[src/rtl/tlf_pkg.sv]
// Shared types and constants for the text line filter.
// Holds the command passed from the front end to the back end through the queue.
// No dependencies.
package tlf_pkg;

    localparam int TLF_DIGITS   = 6;
    localparam int TLF_BCD_W    = 4 * TLF_DIGITS;
    localparam int TLF_MAX_EMIT = TLF_DIGITS + 5;
    localparam int TLF_STEP_W   = $clog2(TLF_MAX_EMIT);
    localparam int TLF_DIG_IW   = (TLF_DIGITS > 1) ? $clog2(TLF_DIGITS) : 1;
    localparam int TLF_BODY_MAX = 4;
    localparam int TLF_BODY_IW  = 2;
    localparam int TLF_BODY_CW  = 3;
    localparam int TLF_QDEPTH   = 4;
    localparam int TLF_QPTR_W   = 2;
    localparam int TLF_QCNT_W   = 3;
    localparam int TLF_OPT_W    = 6;

    // Bit positions in the option register.
    localparam int OPT_NONBLANK = 0;
    localparam int OPT_ENDS     = 1;
    localparam int OPT_NUMBER   = 2;
    localparam int OPT_SQUEEZE  = 3;
    localparam int OPT_TABS     = 4;
    localparam int OPT_NONPRINT = 5;

    localparam logic [7:0] CH_TAB    = 8'h09;
    localparam logic [7:0] CH_LF     = 8'h0A;
    localparam logic [7:0] CH_SPACE  = 8'h20;
    localparam logic [7:0] CH_DOLLAR = 8'h24;
    localparam logic [7:0] CH_DASH   = 8'h2D;
    localparam logic [7:0] CH_ZERO   = 8'h30;
    localparam logic [7:0] CH_QMARK  = 8'h3F;
    localparam logic [7:0] CH_CARET_OFS = 8'h40;
    localparam logic [7:0] CH_I      = 8'h49;
    localparam logic [7:0] CH_M      = 8'h4D;
    localparam logic [7:0] CH_CARET  = 8'h5E;
    localparam logic [7:0] CH_DEL    = 8'h7F;

    typedef struct packed {
        logic                               prefix;
        logic [TLF_BCD_W-1:0]               digits;
        logic [TLF_BODY_MAX-1:0][7:0]       body;
        logic [TLF_STEP_W-1:0]              last_step;
    } t_cmd;

    typedef struct packed {
        logic full;
        logic empty;
    } t_q_stat;

endpackage

[src/rtl/tlf_front.sv]
// Front end of the text line filter: accepts bytes, tracks line state and the
// line counter, and turns each kept byte into one command. Depends on tlf_pkg.
module tlf_front (
    input  logic                  i_clk,
    input  logic                  i_rst_n,
    input  logic                  i_cfg_we,
    input  logic [5:0]            i_cfg_data,
    input  logic                  i_accept,
    input  logic [7:0]            i_in_byte,
    output logic                  o_push,
    output tlf_pkg::t_cmd         o_cmd
);
    import tlf_pkg::*;

    logic [TLF_OPT_W-1:0] r_opt;
    logic                 r_at_start, n_at_start;
    logic [1:0]           r_blank_run, n_blank_run;
    logic [TLF_BCD_W-1:0] r_bcd, n_bcd, bcd_inc;

    logic                           blank, drop, pfx_path, prefix;
    logic [TLF_BODY_MAX-1:0][7:0]   body;
    logic [TLF_BODY_CW-1:0]         body_cnt;
    logic [7:0]                     low7, tail0, tail1;
    logic [TLF_BODY_CW-1:0]         tail_cnt;
    logic [TLF_STEP_W-1:0]          pre_len;
    logic [TLF_DIGITS:0]            carry;

    assign blank = (i_in_byte == CH_LF);

    always_comb begin
        n_blank_run = r_blank_run;
        if (r_at_start) begin
            if (blank) begin
                n_blank_run = (r_blank_run == 2'd3) ? 2'd3 : r_blank_run + 2'd1;
            end else begin
                n_blank_run = 2'd0;
            end
        end
    end

    assign drop     = r_at_start && r_opt[OPT_SQUEEZE] && blank && (n_blank_run > 2'd1);
    assign pfx_path = r_at_start && !(blank && r_opt[OPT_NONBLANK]);
    assign prefix   = pfx_path && (r_opt[OPT_NONBLANK] || r_opt[OPT_NUMBER]);

    // Ripple increment of the BCD counter; a digit rolls only when all lower
    // digits are nine. The all-nines value holds.
    always_comb begin
        carry[0] = 1'b1;
        for (int i = 0; i < TLF_DIGITS; i++) begin
            if (carry[i]) begin
                bcd_inc[4*i +: 4] = (r_bcd[4*i +: 4] >= 4'd9) ? 4'd0 : r_bcd[4*i +: 4] + 4'd1;
            end else begin
                bcd_inc[4*i +: 4] = r_bcd[4*i +: 4];
            end
            carry[i+1] = carry[i] && (r_bcd[4*i +: 4] >= 4'd9);
        end
    end

    // Visible form of the low seven bits, used for non-printing escapes.
    always_comb begin
        low7     = {1'b0, i_in_byte[6:0]};
        tail0    = low7;
        tail1    = '0;
        tail_cnt = TLF_BODY_CW'(1);
        if (low7 < 8'd32) begin
            tail0    = CH_CARET;
            tail1    = low7 + CH_CARET_OFS;
            tail_cnt = TLF_BODY_CW'(2);
        end else if (low7 == CH_DEL) begin
            tail0    = CH_CARET;
            tail1    = CH_QMARK;
            tail_cnt = TLF_BODY_CW'(2);
        end
    end

    always_comb begin
        body     = '0;
        body_cnt = TLF_BODY_CW'(1);
        if (blank) begin
            if (r_opt[OPT_ENDS]) begin
                body[0]  = CH_DOLLAR;
                body[1]  = CH_LF;
                body_cnt = TLF_BODY_CW'(2);
            end else begin
                body[0] = CH_LF;
            end
        end else if (i_in_byte == CH_TAB) begin
            if (r_opt[OPT_TABS]) begin
                body[0]  = CH_CARET;
                body[1]  = CH_I;
                body_cnt = TLF_BODY_CW'(2);
            end else begin
                body[0] = CH_TAB;
            end
        end else if (r_opt[OPT_NONPRINT]) begin
            if (i_in_byte[7]) begin
                body[0]  = CH_M;
                body[1]  = CH_DASH;
                body[2]  = tail0;
                body[3]  = tail1;
                body_cnt = tail_cnt + TLF_BODY_CW'(2);
            end else begin
                body[0]  = tail0;
                body[1]  = tail1;
                body_cnt = tail_cnt;
            end
        end else begin
            body[0] = i_in_byte;
        end
    end

    assign pre_len = prefix ? TLF_STEP_W'(TLF_DIGITS + 1) : '0;

    assign o_push          = i_accept && !drop;
    assign o_cmd.prefix    = prefix;
    assign o_cmd.digits    = r_bcd;
    assign o_cmd.body      = body;
    assign o_cmd.last_step = pre_len + TLF_STEP_W'(body_cnt) - TLF_STEP_W'(1);

    always_comb begin
        n_at_start = r_at_start;
        n_bcd      = r_bcd;
        if (!drop) begin
            n_at_start = blank;
            if (pfx_path) begin
                n_bcd = carry[TLF_DIGITS] ? r_bcd : bcd_inc;
            end
        end
    end

    always_ff @(posedge i_clk) begin
        if (!i_rst_n) begin
            r_opt       <= '0;
            r_at_start  <= 1'b1;
            r_blank_run <= 2'd0;
            r_bcd       <= TLF_BCD_W'(1);
        end else begin
            if (i_cfg_we) begin
                r_opt <= i_cfg_data;
            end
            if (i_accept) begin
                r_at_start  <= n_at_start;
                r_blank_run <= n_blank_run;
                r_bcd       <= n_bcd;
            end
        end
    end

endmodule

[src/rtl/tlf_cmd_fifo.sv]
// Short command queue between the front end and the back end.
// Register array with one read address. Depends on tlf_pkg.
module tlf_cmd_fifo (
    input  logic                i_clk,
    input  logic                i_rst_n,
    input  logic                i_push,
    input  tlf_pkg::t_cmd       i_cmd,
    input  logic                i_pop,
    output tlf_pkg::t_cmd       o_head,
    output tlf_pkg::t_q_stat    o_stat
);
    import tlf_pkg::*;

    t_cmd                  r_mem [TLF_QDEPTH];
    logic [TLF_QPTR_W-1:0] r_wr, r_rd;
    logic [TLF_QCNT_W-1:0] r_cnt;
    logic                  do_push, do_pop;

    assign o_stat.full  = (r_cnt == TLF_QCNT_W'(TLF_QDEPTH));
    assign o_stat.empty = (r_cnt == '0);
    assign do_push      = i_push && !o_stat.full;
    assign do_pop       = i_pop && !o_stat.empty;
    assign o_head       = r_mem[r_rd];

    always_ff @(posedge i_clk) begin
        if (do_push) begin
            r_mem[r_wr] <= i_cmd;
        end
    end

    always_ff @(posedge i_clk) begin
        if (!i_rst_n) begin
            r_wr  <= '0;
            r_rd  <= '0;
            r_cnt <= '0;
        end else begin
            if (do_push) begin
                r_wr <= r_wr + TLF_QPTR_W'(1);
            end
            if (do_pop) begin
                r_rd <= r_rd + TLF_QPTR_W'(1);
            end
            if (do_push && !do_pop) begin
                r_cnt <= r_cnt + TLF_QCNT_W'(1);
            end else if (do_pop && !do_push) begin
                r_cnt <= r_cnt - TLF_QCNT_W'(1);
            end
        end
    end

endmodule

[src/rtl/tlf_back.sv]
// Back end of the text line filter: walks the queue head one output byte per
// cycle into the output register when it is free. Depends on tlf_pkg.
module tlf_back (
    input  logic                i_clk,
    input  logic                i_rst_n,
    input  tlf_pkg::t_cmd       i_head,
    input  tlf_pkg::t_q_stat    i_stat,
    output logic                o_q_pop,
    input  logic                i_pop,
    output logic                o_empty,
    output logic [7:0]          o_out_byte,
    output logic                o_last_of_run
);
    import tlf_pkg::*;

    logic [TLF_STEP_W-1:0] r_step;
    logic                  r_out_valid;
    logic [7:0]            r_out_byte;
    logic                  r_out_last;

    logic                  out_free, adv, is_last;
    logic [TLF_STEP_W-1:0] dig_pos, body_ofs;
    logic [TLF_DIG_IW-1:0] dig_idx;
    logic [TLF_BODY_IW-1:0] body_idx;
    logic [TLF_DIGITS-1:0] lead;
    logic                  zero_above;
    logic [3:0]            digit;
    logic [7:0]            byte_sel;

    // A digit prints as a space while it and all higher digits are zero,
    // except the lowest digit, which always prints.
    always_comb begin
        zero_above = 1'b1;
        for (int j = TLF_DIGITS - 1; j >= 0; j--) begin
            zero_above = zero_above && (i_head.digits[4*j +: 4] == 4'd0);
            lead[j]    = zero_above && (j != 0);
        end
    end

    assign dig_pos  = TLF_STEP_W'(TLF_DIGITS - 1) - r_step;
    assign dig_idx  = dig_pos[TLF_DIG_IW-1:0];
    assign digit    = i_head.digits[4*dig_idx +: 4];
    assign body_ofs = r_step - (i_head.prefix ? TLF_STEP_W'(TLF_DIGITS + 1) : '0);
    assign body_idx = body_ofs[TLF_BODY_IW-1:0];

    always_comb begin
        if (i_head.prefix && (r_step < TLF_STEP_W'(TLF_DIGITS))) begin
            byte_sel = lead[dig_idx] ? CH_SPACE : (CH_ZERO | {4'd0, digit});
        end else if (i_head.prefix && (r_step == TLF_STEP_W'(TLF_DIGITS))) begin
            byte_sel = CH_TAB;
        end else begin
            byte_sel = i_head.body[body_idx];
        end
    end

    assign out_free = !r_out_valid || i_pop;
    assign adv      = out_free && !i_stat.empty;
    assign is_last  = (r_step == i_head.last_step);
    assign o_q_pop  = adv && is_last;

    assign o_empty       = !r_out_valid;
    assign o_out_byte    = r_out_byte;
    assign o_last_of_run = r_out_last;

    always_ff @(posedge i_clk) begin
        if (adv) begin
            r_out_byte <= byte_sel;
            r_out_last <= is_last;
        end
    end

    always_ff @(posedge i_clk) begin
        if (!i_rst_n) begin
            r_step      <= '0;
            r_out_valid <= 1'b0;
        end else begin
            if (adv) begin
                r_out_valid <= 1'b1;
                r_step      <= is_last ? '0 : r_step + TLF_STEP_W'(1);
            end else if (i_pop) begin
                r_out_valid <= 1'b0;
            end
        end
    end

endmodule

[src/rtl/text_line_filter_escape_number.sv]
// Top level of the text line filter with numbering, squeezing and escapes.
// Instantiates tlf_front, tlf_cmd_fifo and tlf_back; depends on tlf_pkg.
//
//  Channel   Handshake           Payload
//  input     push / full         i_in_byte
//  result    empty / pop         o_out_byte, o_last_of_run
//  config    i_cfg_we            i_cfg_data (option bits)
//
// The front end takes one byte per cycle while the four-entry command queue
// has room. The back end emits one output byte per cycle while its output
// register is free; an input byte produces 1 output byte for plain text, 2 to
// 4 for escapes, plus 7 for a line number prefix. A squeezed blank line is
// accepted and gives no output. Reset is synchronous and restores line start,
// counter value one and all options off. A stalled pop holds the result.
module text_line_filter_escape_number (
    input  logic        i_clk,
    input  logic        i_rst_n,
    input  logic        i_cfg_we,
    input  logic [5:0]  i_cfg_data,
    input  logic        push,
    output logic        full,
    input  logic [7:0]  i_in_byte,
    output logic        empty,
    input  logic        pop,
    output logic [7:0]  o_out_byte,
    output logic        o_last_of_run
);
    import tlf_pkg::*;

    t_cmd    front_cmd, q_head;
    t_q_stat q_stat;
    logic    q_push, q_pop, accept;

    assign full   = q_stat.full;
    assign accept = push && !q_stat.full;

    tlf_front u_front (
        .i_clk      (i_clk),
        .i_rst_n    (i_rst_n),
        .i_cfg_we   (i_cfg_we),
        .i_cfg_data (i_cfg_data),
        .i_accept   (accept),
        .i_in_byte  (i_in_byte),
        .o_push     (q_push),
        .o_cmd      (front_cmd)
    );

    tlf_cmd_fifo u_fifo (
        .i_clk   (i_clk),
        .i_rst_n (i_rst_n),
        .i_push  (q_push),
        .i_cmd   (front_cmd),
        .i_pop   (q_pop),
        .o_head  (q_head),
        .o_stat  (q_stat)
    );

    tlf_back u_back (
        .i_clk         (i_clk),
        .i_rst_n       (i_rst_n),
        .i_head        (q_head),
        .i_stat        (q_stat),
        .o_q_pop       (q_pop),
        .i_pop         (pop),
        .o_empty       (empty),
        .o_out_byte    (o_out_byte),
        .o_last_of_run (o_last_of_run)
    );

    // The front end never writes into a full queue.
    a_no_push_full: assert property (@(posedge i_clk) disable iff (!i_rst_n)
        q_push |-> !q_stat.full)
        else $error("command pushed into full queue");

    // Retiring a command always loads its final byte into the output register.
    a_pop_marks_last: assert property (@(posedge i_clk) disable iff (!i_rst_n)
        q_pop |=> (!empty && o_last_of_run))
        else $error("queue pop without a final output byte");

    // A waiting result that is not taken stays available.
    a_result_kept: assert property (@(posedge i_clk) disable iff (!i_rst_n)
        (!empty && !pop) |=> !empty)
        else $error("waiting result lost");

    // The back end only retires a command that is present.
    a_pop_nonempty: assert property (@(posedge i_clk) disable iff (!i_rst_n)
        q_pop |-> !q_stat.empty)
        else $error("pop from empty queue");

endmodule

[config.mk]
export PLATFORM = sky130hd
export DESIGN_NAME = text_line_filter_escape_number
export DESIGN_NICKNAME = d
export VERILOG_FILES = /design/src/rtl/tlf_pkg.sv /design/src/rtl/tlf_front.sv /design/src/rtl/tlf_cmd_fifo.sv /design/src/rtl/tlf_back.sv /design/src/rtl/text_line_filter_escape_number.sv
export SDC_FILE = /design/constraint.sdc
export NUM_CORES = 1
export LEC_CHECK = 0
export ABC_AREA = 1
export BUFFER_PORTS_ARGS = -buffer_cell sky130_fd_sc_hd__buf_2
export CAP_MARGIN = 20
export CORE_MARGIN = 4
export CORE_UTILIZATION = 35
export CTS_CLUSTER_SIZE = 24
export DETAILED_ROUTE_END_ITERATION = 16
export SLEW_MARGIN = 30
export SYNTH_ARGS = -nofsm -noshare
export SYNTH_HDL_FRONTEND = slang
export SYNTH_SLANG_ARGS = --single-unit
[constraint.sdc]
create_clock -name i_clk -period 6.3 [get_ports i_clk]
set_input_delay 0.315 -clock i_clk [delete_from_list [all_inputs] [get_ports i_clk]]
set_output_delay 0.315 -clock i_clk [all_outputs]
set_load 0.01 [all_outputs]
* Word level (Yosys, flattened, before mapping)
Memory sizes are Yosys's and may differ from the RTL's. A register that Yosys moved wholly into a read port is not among the register bits. Cells that the tools add are included.
Operators by class: $add $sub $neg 18, magnitude comparators 11, eq/ne operators 7, shift operators 1, multiplexer cells 51, bitwise logic cells 2, reduce and logical (&&, ||, !) cells 49
Operators by type and width (count):
- $mux 16 | 6
- $mux 8 | 6
- $mux 4 | 8
- $add 4x1->4 const B | 7
- $logic_and 1x1->1 | 25
- $reduce_and 5->1 | 5
- $ge 4x4->1 const B | 6
- $mux 24 | 1
- $mux 3 | 8
- $shiftx 24x6->4 | 1
- $mux 7 | 3
- $logic_not 4->1 | 5
- $mux 2 | 9
- $bmux 8 s2 | 1
- $eq 8x4->1 const B | 2
- $mux 6 | 2
- $add 7x7->8 const B | 1
- $eq 7x7->1 const B | 1
- $logic_not 1->1 | 7
- $lt 7x6->1 const B | 1
- $add 2x1->2 const B | 3
- $mux 1 | 5
- $mux 5 | 1
- $add 4x3->4 | 1
- other kinds (21) | 24
Word-level totals: bits in registers 54, RAM bits 244, bits of input ports 19, output and inout bits 11, word-level logic and storage cells 156, memories 1
Memory list:
- u_fifo.r_mem | depth 4, bits a word 61, rd ports 1, clocked after Yosys merged registers in 1, write ports 1, RTL line tlf_cmd_fifo.sv:14 | t_cmd r_mem [TLF_QDEPTH];

* Logic depth before layout (Yosys ltp)
depth in word-level cells 13, mapped depth 18

* Cells and area by module
Synthesis repeated with hierarchy kept, for this count alone.
Unflattened totals: cell total of the unflattened synthesis 1245, area total of the unflattened synthesis 13950.9 um2
By module, submodules not included:
- tlf_cmd_fifo | instances 1, cells each 659, area each 10122.2 um2, seq. area each 7507.2 um2
- tlf_front | instances 1, cells each 371, area each 2523.7 um2, seq. area each 660.6 um2
- tlf_back | instances 1, cells each 213, area each 1295.0 um2, seq. area each 370.4 um2
- text_line_filter_escape_number | instances 1, cells each 2, area each 10.0 um2, seq. area each 0.0 um2

* Worst setup path before layout
OpenSTA, ideal clock, no wires.
path type register -> register, start point register u_fifo.r_cnt[0], end point memory u_fifo.r_mem[0][0] (netlist name) (enable), library setup time 0.478 ns, arrival 3.490 ns, data required time 5.822 ns, slack 2.332 ns, cell stages (with the launch flop) 8, buffers on the path 1, period minus slack after synthesis 3.968 ns, cells stage by stage dfxtp_1 -> inv_1 -> nand3_1 -> inv_1 -> nor2_1 -> nand2_2 -> buf_2 -> nor2_1
Between the ends: longest elaborated chain between the ends 7
RTL lines:
- from (decl) | RTL line tlf_cmd_fifo.sv:16 | logic [TLF_QCNT_W-1:0] r_cnt;
- from (signal assigned) | RTL line tlf_cmd_fifo.sv:44 | r_cnt <= r_cnt + TLF_QCNT_W'(1);
- from (signal assigned) | RTL line tlf_cmd_fifo.sv:46 | r_cnt <= r_cnt - TLF_QCNT_W'(1);
- $eq 3x3->1 * | RTL line tlf_cmd_fifo.sv:19 | assign o_stat.full = (r_cnt == TLF_QCNT_W'(TLF_QDEPTH));
- named net full | RTL line text_line_filter_escape_number.sv:21 | output logic full,
- $logic_not 1->1 * | RTL line tlf_cmd_fifo.sv:21, text_line_filter_escape_number.sv:35
- $logic_and 1x1->1 | RTL line text_line_filter_escape_number.sv:35 | assign accept = push && !q_stat.full;
- $logic_and 1x1->1 | RTL line tlf_front.sv:114 | assign o_push = i_accept && !drop;
- $logic_and 1x1->1 * | RTL line tlf_cmd_fifo.sv:21 | assign do_push = i_push && !o_stat.full;
- $mux 1 * | RTL line tlf_cmd_fifo.sv:26 | if (do_push) begin
- $mux 1 (not written as such) * | RTL line tlf_cmd_fifo.sv:27 | r_mem[r_wr] <= i_cmd;
- to (decl) | RTL line tlf_cmd_fifo.sv:14
Mark *: on every way through the listed nets, which the timed path passes. The rest lies on a longest branch.

==> reports/metrics.sh <==
OUTCOME='finished, final reports clean'
BUFFER_PORTS.INSERTED=29
GROUTE.USAGE.OVERALL_PCT=14.59
GR-TOTAL-OVERFLOW=0
CTS_MAX_LEVEL=1
CP.BUFFERS_INVERTERS=3
YS_WARN_COUNT=0
LAYOUT-DRIVE-GT1-SHARE_PCT=9.049
CORE_MM2=0.03679
TIMING.FINAL.WS_SETUP_NS=2.945
FINAL_CORE_UTILIZATION_PCT=40.20
PATH_COMMON_CELL='sky130_fd_sc_hd__nand2_1'
DIE_Y_UM=201.5
TIMING.FINAL.MAX_SLEW_VIOLATIONS=0
POST_CTS_SETUP_BUFFER_COUNT=0
SYNTHESIS.INSTANCES=1251
NUM-FILL-CELLS=3502
POST_SYNTH_MOST_FREQUENT_CELLS='sky130_fd_sc_hd__nand2_1 (293), sky130_fd_sc_hd__edfxtp_1 (249), sky130_fd_sc_hd__nor2_1 (120)'
SYNTHDISTINCTLIBCELLS=49
YS_TOP_CELLS_BY_AREA='sky130_fd_sc_hd__edfxtp_1 (57%), sky130_fd_sc_hd__nand2_1 (8.4%), sky130_fd_sc_hd__dfxtp_1 (7.2%), sky130_fd_sc_hd__nand3_1 (3.5%), sky130_fd_sc_hd__nor2_1 (3.4%)'
WORST_SKEW_PAIR_LATER_PIN_LATENCY_NS=0.55
NUM_ANTENNA_CELLS=0
POST_SYNTHESIS_SEQUENTIAL_AREA_RATIO_PCT=64.24
GRT_SETUP_UNREPAIRED='no'
SYNTH_EDF_COUNT=249
CTS-HOLD-FIX-BUFFERS=2
CTS_NUM_SINKS=296
ROUTE.VIAS.TOTAL=8955
ROUTABILITYCONGESTION=0.8332
STD_CELL_ROWS=70
HOLD_PATH_DEPTH=3
MEAN_INSTANCE_SIZE_IN_THE_SYNTHESIZED_NETLIST_UM2=10.47
AREA_DELTA_SYNTH_FINAL_PCT=12.86
PATH_MAX_FANOUT=36
TIMING.CRITICAL_PATH.TO_TYPE='flip-flop'
CP_SLOWEST_CELL='sky130_fd_sc_hd__ha_1'
MIN-DELAY-START='i_cfg_data[3]'
HOLD_VIOLATIONS=0
REG2REGPATHDEPTH=13
CRITPATHLAUNCHTYPE='flip-flop'
MOST_INSTANTIATED_LIBRARY_CELL_AFTER_SYNTHESIS='sky130_fd_sc_hd__nand2_1'
SYNTH.FF_LATCH_COUNT=296
GRT_PASS1_WL_UM=47720
WL_PER_CELL_UM=17.24
DIE_WIDTH_UM=201.5
DRV.MAX_CAP_VIOLATION_COUNT=0
LARGEST_NET_DEGREE_AT_THE_START_OF_GLOBAL_ROUTING=89
WORST-SLEW-PIN-TRANSITION_NS=0.9631
BOUNDARYPINS=30
DP_SLACK_NS=2.959
LEAKAGE_nW=5.714
FINAL.SETUP_SKEW_NS=0.02091
CTS.REPORTEDPATHS.CLKPINSLEW_NS=0.07
STARTING_DENSITY_OF_THE_CORE_PCT=35.62
WORSTPATHREQUIRED_NS=6.61
CP_TOP_FAMILY='buffers and inverters'
WORST_IR_DROP_VDD_V=0.0001925
CLOCK_PATH_BUFFERS=3
DETAILEDROUTE.FIRSTPASSITERATIONCOUNT=5
FIRST_ITER_VIOLATIONS=643
YOSYS_MOST_USED_DFF='sky130_fd_sc_hd__edfxtp_1'
ANTENNA_VIOLATING_NETS_POST_ROUTE=0
TRITONCTS='built'
TIMING.CRITICAL_PATH.ARRIVAL_NS=3.66
GRT_PASS1_VIAS=8434
NETLIST.AREA_LEADER.SHARE_PCT=57.06
ROUTED_VIA_DENSITY=5.054
ANTENNA_FOUND_INITIAL=0
CTS_REPAIR_RESIZE_COUNT=0
POST-SYNTH-TOP-AREA-CELL='sky130_fd_sc_hd__edfxtp_1'
TOTAL_POWER_DRAW_W=0.005508
CPPEAKSTAGEDELAY_NS=0.64
SETUP_VIOL_COUNT_FINAL=0
POST_ROUTE_DRC=0
FINAL_PERIOD_MINUS_WORST_SETUP_SLACK_NS=3.355
TIMING.FINAL.CRIT_SHARE_PCT=53.25
CTS_BUFFERS=30
YS_ASYNC_SR_FRACTION_PCT=0
REGTOREGENDPOINT='u_back.o_out_byte[3]$_DFFE_PP_'
FINALWIRELENGTH_UM=30550
WHS_ENDPOINT='u_front.r_opt[3]$_SDFFE_PN0P_'
CTSROOTBUFFERMASTER='sky130_fd_sc_hd__clkbuf_16'
CRIT_TYPE='reg -> reg'
MAX-SLEW-MARGIN-REL_PCT=35.79
FINAL.SETUP.TNS_NS=0
FINALNETCOUNT=1332
REG2REG_SETUP_SLACK_NS=2.95
SYNTHESIS.AREA_MM2=0.01310
CRITICAL_PATH.CELL_CHAIN='clkinv_2 -> nand2_1 -> nand3_1 -> nand2_2 -> inv_1 -> ha_1 -> inv_1 -> nand2_1 -> nand2_1 -> nand2_1 -> nand2_1 -> o21ai_1 -> nand2_1'
P_PER_AREA_mW_PER_MM2=372.4
DIE_AREA_MM2=0.04060
MAX_FREQ_MHz=298.1
WORSTHOLDPATHTYPE='in -> reg'
DP_HPWL_UM=18620
metal layers:
metal	up-vias	track usage, %	wire length (um)
li1	4354	-	-
met1	4315	20.92	14430
met2	240	23.66	13900
met3	46	2.224	1607
met4	0	3.125	611
met5	-	0	0
kinds of logic (layout without fill, tap and decap cells):
| group | after synthesis | count (layout) | share of synthesized area [%] |
|---|---|---|---|
| compound gates | 210 | 210 | 8.861 |
| fa+ha+maj | 33 | 33 | 3.266 |
| xor+xnor | 9 | 9 | 0.6589 |
| flops | 296 | 296 | 64.24 |
| other cells | 1 | 8 | 0.02862 |
| simple gates | 541 | 541 | 17.50 |
| mux | 2 | 2 | 0.1528 |
| buf+inv | 159 | 205 | 5.290 |
worst max-delay path by stage:
stage	start	end	slack, ns	cells past startpoint
detailed placement	flip-flop	u_back.o_out_byte[3]$_DFFE_PP_	2.96	13
CTS	flip-flop	u_back.o_out_byte[3]$_DFFE_PP_	2.96	13
global route	flip-flop	u_back.o_out_byte[3]$_DFFE_PP_	2.58	13
global placement	flip-flop	u_back.o_out_byte[3]$_DFFE_PP_	3.07	13
finish	flip-flop	u_back.o_out_byte[3]$_DFFE_PP_	2.95	13
floorplan	u_fifo.r_cnt[0]$_SDFFE_PN0P_	u_fifo.r_mem[0][0]$_DFFE_PP_	2.33	7
worst min-delay path: cells and delay by family:
family / cells / cell delay [ns]
buf+inv: 1 / 0.08
simple gates: 2 / 0.13
layout make-up:
cell class              count  area, um2  area share (%)
inverters                 107      402.9           2.724
repair buffers             42      275.3           1.861
clock buffers              42      847.1           5.728
flip-flops and latches    296       8423           56.95
well taps                 468      585.6           3.959
clock inverters            14      206.4           1.396
multi-input cells         803       4049           27.38
registers in the layout (all words and copies together) (netlist names), named ones only:
name	flops
u_front.r_bcd	24
u_front.r_at_start	1
u_front.r_opt	6
u_fifo.r_mem	240
u_back.o_out_byte	8
u_back.r_out_valid	1
u_back.r_step	4
u_fifo.r_wr	2
u_front.r_blank_run	2
u_fifo.r_rd	2
u_fifo.r_cnt	3
u_back.o_last_of_run	1
layout by cell type (no fill, tap or decap), types with 7 or more instances in the layout:
cell	Yosys	routed
sky130_fd_sc_hd__nand3_1	91	91
sky130_fd_sc_hd__buf_4	14	8
sky130_fd_sc_hd__inv_1	101	100
sky130_fd_sc_hd__xor2_1	7	7
sky130_fd_sc_hd__ha_1	31	31
sky130_fd_sc_hd__clkbuf_1	14	8
sky130_fd_sc_hd__o21ai_1	9	9
sky130_fd_sc_hd__o22ai_1	20	20
sky130_fd_sc_hd__nand2_1	293	293
sky130_fd_sc_hd__clkbuf_16	0	31
sky130_fd_sc_hd__edfxtp_1	249	249
sky130_fd_sc_hd__nor3_1	10	10
sky130_fd_sc_hd__dfxtp_1	47	45
sky130_fd_sc_hd__conb_1	1	8
sky130_fd_sc_hd__nor2_1	120	116
sky130_fd_sc_hd__a22oi_1	13	13
sky130_fd_sc_hd__o21ai_0	76	76
sky130_fd_sc_hd__buf_2	16	29
sky130_fd_sc_hd__nand4_1	7	7
sky130_fd_sc_hd__a21oi_1	74	74
where the power goes:
part / switching, W / total [W] / internal, W
Sequential: 0.000117 / 0.00249 / 0.00237
Clock: 0.000737 / 0.00188 / 0.00114
Combinational: 0.000794 / 0.00114 / 0.000344
Total: 0.00165 / 0.00551 / 0.00386
per-stage QoR:
stage | cell area (um2) | std cells | hold WS, ns
floorplan | 13130 | 1258 | 0.4465
global placement | 13680 | 1713 | 0.4581
detailed placement | 13710 | 1714 | 0.4615
CTS | 14780 | 1772 | 0.005199
global route | 14790 | 1772 | 0.01892
finish | 14790 | 1772 | 0.01081
Power figures use the tool's default switching activity.
